<file path="config.mk">
export PLATFORM = sky130hd
export DESIGN_NAME = winding_number_point_in_polygon
export DESIGN_NICKNAME = d
export VERILOG_FILES = /design/src/wnpip_pkg.sv /design/src/winding_number_point_in_polygon.sv /design/src/wnpip_ram.sv /design/src/wnpip_ctrl.sv /design/src/wnpip_dp.sv
export SDC_FILE = /design/constraint.sdc
export NUM_CORES = 2
export LEC_CHECK = 0
export BUFFER_PORTS_ARGS = -buffer_cell sky130_fd_sc_hd__buf_4
export CORE_ASPECT_RATIO = 0.9
export CORE_MARGIN = 4
export CORE_UTILIZATION = 35
export CTS_CLUSTER_DIAMETER = 60
export DETAILED_ROUTE_END_ITERATION = 8
export PLACE_DENSITY = 0.52
export SYNTH_ARGS = -nofsm -noshare
export SYNTH_HDL_FRONTEND = slang
export SYNTH_HIERARCHICAL = 1
export SYNTH_SLANG_ARGS = --single-unit
</file>
<file path="constraint.sdc">
create_clock -name clk -period 15.4 [get_ports clk]
set_clock_uncertainty 0.2 [all_clocks]
set_input_delay 0.77 -clock clk [delete_from_list [all_inputs] [get_ports clk]]
set_output_delay 0.77 -clock clk [all_outputs]
set_load 0.02 [all_outputs]
</file>
<file path="src/wnpip_pkg.sv">
// ----------------------------------------------------------------------------
// wnpip_pkg
// Shared types and constants for the winding-number point-in-polygon block.
// ----------------------------------------------------------------------------
package wnpip_pkg;

	localparam int COORD_W = 16;  // vertex / point coordinate width
	localparam int WIND_W  = 8;   // reported winding number width
	localparam int OUT_W   = 16;  // result tdata width (11 bits used)

	typedef enum logic [1:0] {
		OP_CLEAR  = 2'd0,
		OP_APPEND = 2'd1,
		OP_QUERY  = 2'd2
	} op_t;

	typedef enum logic [1:0] {
		ST_IDLE,
		ST_WALK,
		ST_DRAIN,
		ST_FINISH
	} state_t;

	// controller -> datapath
	typedef struct packed {
		logic clear_poly;
		logic append;
		logic start_query;
		logic rd_en;
		logic load_result;
	} cmd_t;

	// datapath -> controller
	typedef struct packed {
		logic pipe_busy;
		logic out_free;
	} status_t;

endpackage

</file>
<file path="src/winding_number_point_in_polygon.sv">
// ----------------------------------------------------------------------------
// winding_number_point_in_polygon
// Winding-number point-in-polygon tester over a stored vertex list.
// ----------------------------------------------------------------------------
// Input stream (s_axis): tuser carries the operation (clear, append, query),
// tdata the x and y coordinate. Output stream (m_axis): one result per append
// or query; clear and the unused operation code give none.
// A clear takes effect on acceptance; an append goes to the FINISH state,
// which loads its result into the output register. A query reads the n
// stored vertices plus vertex 0 again through the store's single read port,
// one edge per cycle, into a three-stage edge pipeline (an empty polygon
// skips this walk); once the pipeline drains, FINISH loads the result and
// the next request is taken as soon as the result sits in that register.
// One request is in work at a time; a new one is accepted while a finished
// result still sits in the output register. If the receiver stalls, the
// block holds its next result until the register frees up, then goes on.
// Reset empties the polygon (vertex count 0) and drops any pending result;
// the vertex store itself is not cleared.
// ----------------------------------------------------------------------------
module winding_number_point_in_polygon #(
	parameter int MAX_VERTICES = 64
) (
	input  logic        clk,
	input  logic        arst_n,
	input  logic        s_axis_tvalid,
	output logic        s_axis_tready,
	input  logic [31:0] s_axis_tdata,   // coord_x[15:0], coord_y[31:16]
	input  logic [1:0]  s_axis_tuser,   // operation[1:0]
	output logic        m_axis_tvalid,
	input  logic        m_axis_tready,
	output logic [15:0] m_axis_tdata    // inside_res[0], on_edge[1],
	                                    // winding_count[9:2], overflow[10]
);
	import wnpip_pkg::*;

	localparam int AW = $clog2(MAX_VERTICES);
	localparam int CW = $clog2(MAX_VERTICES + 1);

	cmd_t                       cmd;
	status_t                    status;
	logic [AW-1:0]              rd_addr;
	logic [CW-1:0]              vertex_count;
	logic                       inside_res, on_edge, overflow;
	logic signed [WIND_W-1:0]   winding_count;

	wnpip_ctrl #(
		.MAX_VERTICES (MAX_VERTICES)
	) u_ctrl (
		.clk          (clk),
		.arst_n       (arst_n),
		.in_valid     (s_axis_tvalid),
		.in_ready     (s_axis_tready),
		.op           (op_t'(s_axis_tuser)),
		.vertex_count (vertex_count),
		.status       (status),
		.cmd          (cmd),
		.rd_addr      (rd_addr)
	);

	wnpip_dp #(
		.MAX_VERTICES (MAX_VERTICES)
	) u_dp (
		.clk           (clk),
		.arst_n        (arst_n),
		.cmd           (cmd),
		.rd_addr       (rd_addr),
		.coord_x       (s_axis_tdata[COORD_W-1:0]),
		.coord_y       (s_axis_tdata[2*COORD_W-1:COORD_W]),
		.vertex_count  (vertex_count),
		.status        (status),
		.out_ready     (m_axis_tready),
		.out_valid     (m_axis_tvalid),
		.inside_res    (inside_res),
		.on_edge       (on_edge),
		.winding_count (winding_count),
		.overflow      (overflow)
	);

	assign m_axis_tdata = {(OUT_W - WIND_W - 3)'(0), overflow, winding_count,
	                       on_edge, inside_res};

endmodule

</file>
<file path="src/wnpip_ram.sv">
// ----------------------------------------------------------------------------
// wnpip_ram
// Generic single-write, single-read RAM with registered read data.
// ----------------------------------------------------------------------------
module wnpip_ram #(
	parameter int WIDTH = 32,
	parameter int DEPTH = 64
) (
	input  logic                     clk,
	input  logic                     we,
	input  logic [$clog2(DEPTH)-1:0] waddr,
	input  logic [WIDTH-1:0]         wdata,
	input  logic                     re,
	input  logic [$clog2(DEPTH)-1:0] raddr,
	output logic [WIDTH-1:0]         rdata
);

	logic [WIDTH-1:0] mem_q [DEPTH];

	always_ff @(posedge clk) begin
		if (we) begin
			mem_q[waddr] <= wdata;
		end
		if (re) begin
			rdata <= mem_q[raddr];
		end
	end

endmodule

</file>
<file path="src/wnpip_ctrl.sv">
// ----------------------------------------------------------------------------
// wnpip_ctrl
// Controller: decodes requests, walks the vertex store for a query and
// hands finished results to the output register.
// ----------------------------------------------------------------------------
module wnpip_ctrl #(
	parameter int MAX_VERTICES = 64
) (
	input  logic                                clk,
	input  logic                                arst_n,
	input  logic                                in_valid,
	output logic                                in_ready,
	input  wnpip_pkg::op_t                      op,
	input  logic [$clog2(MAX_VERTICES+1)-1:0]   vertex_count,
	input  wnpip_pkg::status_t                  status,
	output wnpip_pkg::cmd_t                     cmd,
	output logic [$clog2(MAX_VERTICES)-1:0]     rd_addr
);
	import wnpip_pkg::*;

	localparam int AW = $clog2(MAX_VERTICES);
	localparam int CW = $clog2(MAX_VERTICES + 1);

	state_t         state_q, state_d;
	logic [CW-1:0]  k_q;
	logic           accept;
	logic           last_rd;

	assign accept  = in_valid && (state_q == ST_IDLE);
	assign last_rd = (k_q == vertex_count);

	always_comb begin
		state_d = state_q;
		case (state_q)
			ST_IDLE: begin
				if (accept) begin
					case (op)
						OP_APPEND: state_d = ST_FINISH;
						OP_QUERY:  state_d = (vertex_count == '0) ? ST_FINISH : ST_WALK;
						default:   state_d = ST_IDLE;
					endcase
				end
			end
			ST_WALK: begin
				if (last_rd) state_d = ST_DRAIN;
			end
			ST_DRAIN: begin
				if (!status.pipe_busy) state_d = ST_FINISH;
			end
			ST_FINISH: begin
				if (status.out_free) state_d = ST_IDLE;
			end
			default: state_d = ST_IDLE;
		endcase
	end

	always_comb begin
		in_ready = 1'b0;
		cmd      = '0;
		// wrap edge reads vertex 0 again
		rd_addr  = last_rd ? '0 : k_q[AW-1:0];
		case (state_q)
			ST_IDLE: begin
				in_ready         = 1'b1;
				cmd.clear_poly   = accept && (op == OP_CLEAR);
				cmd.append       = accept && (op == OP_APPEND);
				cmd.start_query  = accept && (op == OP_QUERY);
			end
			ST_WALK: begin
				cmd.rd_en = 1'b1;
			end
			ST_DRAIN: begin
			end
			ST_FINISH: begin
				cmd.load_result = status.out_free;
			end
			default: begin
			end
		endcase
	end

	always_ff @(posedge clk or negedge arst_n) begin
		if (!arst_n) begin
			state_q <= ST_IDLE;
			k_q     <= '0;
		end else begin
			state_q <= state_d;
			if (state_q == ST_WALK) begin
				k_q <= k_q + CW'(1);
			end else begin
				k_q <= '0;
			end
		end
	end

endmodule

</file>
<file path="src/wnpip_dp.sv">
// ----------------------------------------------------------------------------
// wnpip_dp
// Datapath: vertex store, edge test pipeline (diffs, products, sign and
// accumulate) and the result register.
// ----------------------------------------------------------------------------
module wnpip_dp #(
	parameter int MAX_VERTICES = 64
) (
	input  logic                                      clk,
	input  logic                                      arst_n,
	input  wnpip_pkg::cmd_t                           cmd,
	input  logic [$clog2(MAX_VERTICES)-1:0]           rd_addr,
	input  logic signed [wnpip_pkg::COORD_W-1:0]      coord_x,
	input  logic signed [wnpip_pkg::COORD_W-1:0]      coord_y,
	output logic [$clog2(MAX_VERTICES+1)-1:0]         vertex_count,
	output wnpip_pkg::status_t                        status,
	input  logic                                      out_ready,
	output logic                                      out_valid,
	output logic                                      inside_res,
	output logic                                      on_edge,
	output logic signed [wnpip_pkg::WIND_W-1:0]       winding_count,
	output logic                                      overflow
);
	import wnpip_pkg::*;

	localparam int AW = $clog2(MAX_VERTICES);
	localparam int CW = $clog2(MAX_VERTICES + 1);
	localparam int DW = COORD_W + 1;
	localparam int PW = 2 * DW;
	localparam int WW = (CW + 2 > WIND_W + 1) ? CW + 2 : WIND_W + 1;
	localparam logic signed [WW-1:0] W_HI = WW'(2 ** (WIND_W - 1) - 1);
	localparam logic signed [WW-1:0] W_LO = -WW'(2 ** (WIND_W - 1));

	logic [CW-1:0]              count_q;
	logic                       full;
	logic [2*COORD_W-1:0]       rd_data;
	logic signed [COORD_W-1:0]  ax, ay, bx, by;
	logic signed [COORD_W-1:0]  px_q, py_q;
	logic                       ram_v_q, first_q;

	logic                       v_s1, box_s1, up_s1, dn_s1;
	logic signed [DW-1:0]       d_bax_s1, d_pay_s1, d_bay_s1, d_pax_s1;
	logic                       v_s2, box_s2, up_s2, dn_s2;
	logic signed [PW-1:0]       prod_a_s2, prod_b_s2;

	logic signed [PW:0]         cross_diff;
	logic                       c_zero, c_pos, c_neg;
	logic signed [WW-1:0]       wind_q, wind_sat;
	logic                       edge_q, is_query_q, ovf_q;

	assign full         = (count_q == CW'(MAX_VERTICES));
	assign vertex_count = count_q;

	wnpip_ram #(
		.WIDTH (2 * COORD_W),
		.DEPTH (MAX_VERTICES)
	) u_store (
		.clk   (clk),
		.we    (cmd.append && !full),
		.waddr (count_q[AW-1:0]),
		.wdata ({coord_y, coord_x}),
		.re    (cmd.rd_en),
		.raddr (rd_addr),
		.rdata (rd_data)
	);

	assign bx = rd_data[COORD_W-1:0];
	assign by = rd_data[2*COORD_W-1:COORD_W];

	// polygon bookkeeping and query setup
	always_ff @(posedge clk or negedge arst_n) begin
		if (!arst_n) begin
			count_q    <= '0;
			ram_v_q    <= 1'b0;
			first_q    <= 1'b0;
			is_query_q <= 1'b0;
			ovf_q      <= 1'b0;
		end else begin
			ram_v_q <= cmd.rd_en;
			if (cmd.clear_poly) begin
				count_q <= '0;
			end else if (cmd.append && !full) begin
				count_q <= count_q + CW'(1);
			end
			if (cmd.append) begin
				ovf_q      <= full;
				is_query_q <= 1'b0;
			end
			if (cmd.start_query) begin
				is_query_q <= 1'b1;
				first_q    <= 1'b1;
			end else if (ram_v_q) begin
				first_q <= 1'b0;
			end
		end
	end

	always_ff @(posedge clk) begin
		if (cmd.start_query) begin
			px_q <= coord_x;
			py_q <= coord_y;
		end
		if (ram_v_q) begin
			ax <= bx;
			ay <= by;
		end
	end

	// stage 1: differences, bounding box and crossing direction
	always_ff @(posedge clk or negedge arst_n) begin
		if (!arst_n) begin
			v_s1 <= 1'b0;
			v_s2 <= 1'b0;
		end else begin
			v_s1 <= ram_v_q && !first_q;
			v_s2 <= v_s1;
		end
	end

	always_ff @(posedge clk) begin
		d_bax_s1 <= DW'(bx) - DW'(ax);
		d_pay_s1 <= DW'(py_q) - DW'(ay);
		d_bay_s1 <= DW'(by) - DW'(ay);
		d_pax_s1 <= DW'(px_q) - DW'(ax);
		box_s1   <= (px_q >= ((ax < bx) ? ax : bx)) && (px_q <= ((ax > bx) ? ax : bx)) &&
		            (py_q >= ((ay < by) ? ay : by)) && (py_q <= ((ay > by) ? ay : by));
		up_s1    <= (ay <= py_q) && (by > py_q);
		dn_s1    <= (ay > py_q) && (by <= py_q);
		// stage 2: cross product terms
		prod_a_s2 <= d_bax_s1 * d_pay_s1;
		prod_b_s2 <= d_bay_s1 * d_pax_s1;
		box_s2    <= box_s1;
		up_s2     <= up_s1;
		dn_s2     <= dn_s1;
	end

	// stage 3: sign of the cross product, accumulate
	assign cross_diff = (PW + 1)'(prod_a_s2) - (PW + 1)'(prod_b_s2);
	assign c_zero     = (cross_diff == '0);
	assign c_neg      = cross_diff[PW];
	assign c_pos      = !c_neg && !c_zero;

	always_ff @(posedge clk or negedge arst_n) begin
		if (!arst_n) begin
			wind_q <= '0;
			edge_q <= 1'b0;
		end else if (cmd.start_query) begin
			wind_q <= '0;
			edge_q <= 1'b0;
		end else if (v_s2) begin
			if (c_zero && box_s2) edge_q <= 1'b1;
			if (up_s2 && c_pos) begin
				wind_q <= wind_q + WW'(1);
			end else if (dn_s2 && c_neg) begin
				wind_q <= wind_q - WW'(1);
			end
		end
	end

	always_comb begin
		if (edge_q) begin
			wind_sat = '0;
		end else if (wind_q > W_HI) begin
			wind_sat = W_HI;
		end else if (wind_q < W_LO) begin
			wind_sat = W_LO;
		end else begin
			wind_sat = wind_q;
		end
	end

	assign status.pipe_busy = ram_v_q || v_s1 || v_s2;
	assign status.out_free  = !out_valid || out_ready;

	// result register
	always_ff @(posedge clk or negedge arst_n) begin
		if (!arst_n) begin
			out_valid <= 1'b0;
		end else if (cmd.load_result) begin
			out_valid <= 1'b1;
		end else if (out_ready) begin
			out_valid <= 1'b0;
		end
	end

	always_ff @(posedge clk) begin
		if (cmd.load_result) begin
			inside_res    <= is_query_q && (wind_sat != '0);
			on_edge       <= is_query_q && edge_q;
			winding_count <= is_query_q ? wind_sat[WIND_W-1:0] : '0;
			overflow      <= !is_query_q && ovf_q;
		end
	end

endmodule

</file>
==> impl_metrics.yaml <==
detailed_routing:
  drt_iter0_drc: 6077
  wirelength_um: 323000
  drc: 0
  routed_via_density: 5.33
  dr.pass1.iters: 5
  vias: 63800
  wl_per_cell_um: 26.9
  ant_nets: 0
yosys:
  ys_warn_count: 6
  synth.avg_cell_area_sq_um: 15.9
  netlist_instances: 7264
  ys_async_sr_fraction: 0.0142
  synthFlopType: "edfxtp_1"
  yosysSeqAreaShare: 0.590
  synth_seq_cells: 2330
  ys_types: 93
  synth-edff-count: 2155
  syn_area_sq_um: 116000
run_status:
  outcome: "completed"
timing:
  tns_ps: 0
  relSlewSlack: 0.101
  timing.fmax_mhz: 126
  finalSetupViolCount: 0
  min_period_ps: 7930
  slew_viol_final: 0
  tightest_slew_ps: 1340
  hold_viol_final: 0
  rsz0062_at_grt: "no"
  finalCritPeriodShare: 0.515
final_layout:
  layout_commonest_cell: "edfxtp_1"
  drive_above_1_share: 0.159
  final_cell_mix: "2,155 x edfxtp_1, 754 x inv_1, 598 x fa_1, 544 x mux4_2, 390 x nand2_1"
  nets: 8429
  fillers: 30300
  utilization: 0.395
  area_growth_pct: 12.6
clock_tree:
  cts_made_buffers: 273
  cts_max_level: 5
  clockRootBuffer: "clkbuf_16"
  cts.sinks: 2330
  tritoncts: "yes"
  cts_buffer_depth: 4
  clkSlewWorstSetupHoldPaths_ps: 60
  postCtsResizedCells: 0
  clk-insertion-delay-late_ps: 850
floorplanning:
  core_sq_um: 330000
  initial_utilization: 0.351
  die_w_um: 614
  dieArea_sq_um: 340000
  row_count: 200
  die_y_um: 554
  ios: 56
worst_setup_path:
  startpoint_type: "register"
  critical-path-top-delay-family: "adder cells"
  critPathMaxStageDelay_ps: 1080
  crit_required_ps: 15890
  cpMostUsedCell: "fa_1"
  crit_arrival_ps: 8420
  cp_num_buf_inv: 3
  crit_slowest_cell: "a2111oi_0"
  path_max_fanout: 17
  cp_cell_sequence: "nand2_1, fa_1, fa_1, fa_1, fa_1, inv_1, fa_1, inv_1, fa_1, inv_1, ha_1, a21o_1, a21o_1, a21o_1, a2111oi_0, o21ai_0, nand3_1, a31oi_1, o2111ai_1, nand2_1, xnor2_1"
  end_kind: "register"
  crit_type: "register to register"
grt:
  antenna_found_initial: 35
  grt_start_max_net_pins: 100
  overflow: 0
  grt_pass1_wl_um: 471000
  grt_pass1_vias: 66700
  grt_use_total: 0.188
placement:
  dpl.hpwl_um: 201000
  portBuffers: 50
  place_congestion: 0.851
run:
  drv_cap: 0
worst_hold_path:
  hold_class: "register to register"
## logic make-up after synthesis
kind of cell / Yosys count / share of synthesized area
simple gates: 1350 / 0.0586
other cells: 1 / 0.0000324
xor+xnor: 140 / 0.0106
compound gates: 712 / 0.0400
mux: 717 / 0.121
buf+inv: 1047 / 0.0363
fa+ha+maj: 967 / 0.143
flops: 2330 / 0.590
## synthesized netlist by cell type, types with 47 or more instances
cell type	count	share of area
nand4_1	50	0.0027
nor2b_1	58	0.0031
dfxtp_1	142	0.025
inv_1	754	0.024
clkbuf_1	152	0.0049
a21oi_1	206	0.0089
o22ai_1	91	0.0049
and2_1	305	0.016
edfxtp_1	2155	0.56
o21ai_0	100	0.0043
nor2_1	282	0.0091
xnor2_1	109	0.0082
ha_1	369	0.040
mux2i_1	158	0.014
a21o_1	58	0.0038
fa_1	598	0.10
nand3_1	47	0.0020
nor3_1	47	0.0020
buf_2	74	0.0032
nand2_1	390	0.013
mux4_2	544	0.11
## final cells by class
cell class | instances | area [sq um] | share of cell area
Antenna cell | 15 | 37.5 | 0.000288
Clock buffer | 340 | 7390 | 0.0567
Clock inverter | 129 | 1210 | 0.00929
Inverter | 754 | 2830 | 0.0217
Multi-Input combinational cell | 3891 | 43800 | 0.336
Sequential cell | 2330 | 68400 | 0.524
Tap cell | 4343 | 5430 | 0.0417
Timing Repair Buffer | 174 | 1350 | 0.0103
## sequential cells by signal (all words and copies together), names as in the netlist, 2 cells and up
signal,flops
u_dp/vertex_count,7
u_dp/ay,16
u_dp/px_q,16
u_dp/d_pay_s1,17
u_dp/prod_a_s2,34
u_dp/wind_q,9
u_dp/u_store/mem_q,2048
u_dp/prod_b_s2,34
u_dp/ax,16
u_ctrl/state_q,2
u_dp/winding_count,8
u_dp/u_store/rdata,32
u_dp/py_q,16
u_dp/d_bay_s1,17
u_dp/d_bax_s1,17
u_dp/d_pax_s1,17
u_ctrl/k_q,7
## layer usage
layer  part of all wire  wire length (um)  GRT usage  vias to the layer above
met5            0.00019                62          0                        -
met2               0.47            152000      0.305                     1942
met1               0.44            142000      0.268                    34200
met4              0.026              8390     0.0453                       10
met3              0.062             20100     0.0267                      407
li1                   -                 -          -                    27200
## final timing paths
kind / startpoint / to / slack [ps] / cells after the start
setup reg to reg: u_dp/d_bay_s1[10] / u_dp/prod_b_s2[33] / 7470 / 21
setup / recovery: u_dp/d_bay_s1[10] / u_dp/prod_b_s2[33] / 7470 / 21
max in group asynchronous: arst_n / u_ctrl/k_q[1] / 14280 / 2
hold / removal: u_dp/up_s1 / u_dp/up_s2 / 130 / 0
hold reg to reg: u_dp/up_s1 / u_dp/up_s2 / 130 / 0
min in group asynchronous: arst_n / u_dp/out_valid / 280 / 2
## repair_timing
action                    in CTS  in global routing
hold endpoints to repair      33                  0
buffers inserted               0                  0
hold buffers                   1                  0
## worst reg2reg max path: cells and delay by family (launching register included)
kind	cells	cell delay [ps]
AO/OA/AOI/OAI	7	2640
XOR/XNOR	1	120
buffers and inverters	3	140
AND/OR/NAND/NOR	3	520
adder cells (fa/ha/maj)	7	3400
flip-flops	1	800
## metrics by stage
step | instance area, sq um | cells | setup slack, ps | hold WS [ps]
final | 130000 | 12000 | 7470 | 126
after global placement | 122000 | 11500 | 7860 | 115
after CTS | 130000 | 12000 | 7530 | 126
after floorplan | 116000 | 7268 | 8720 | 110
after global routing | 130000 | 12000 | 7150 | 132
after detailed placement | 122000 | 11500 | 7560 | 112
Power is not shown: default switching activity piles up to over one toggle a cycle in this logic, so the estimate is an artifact.
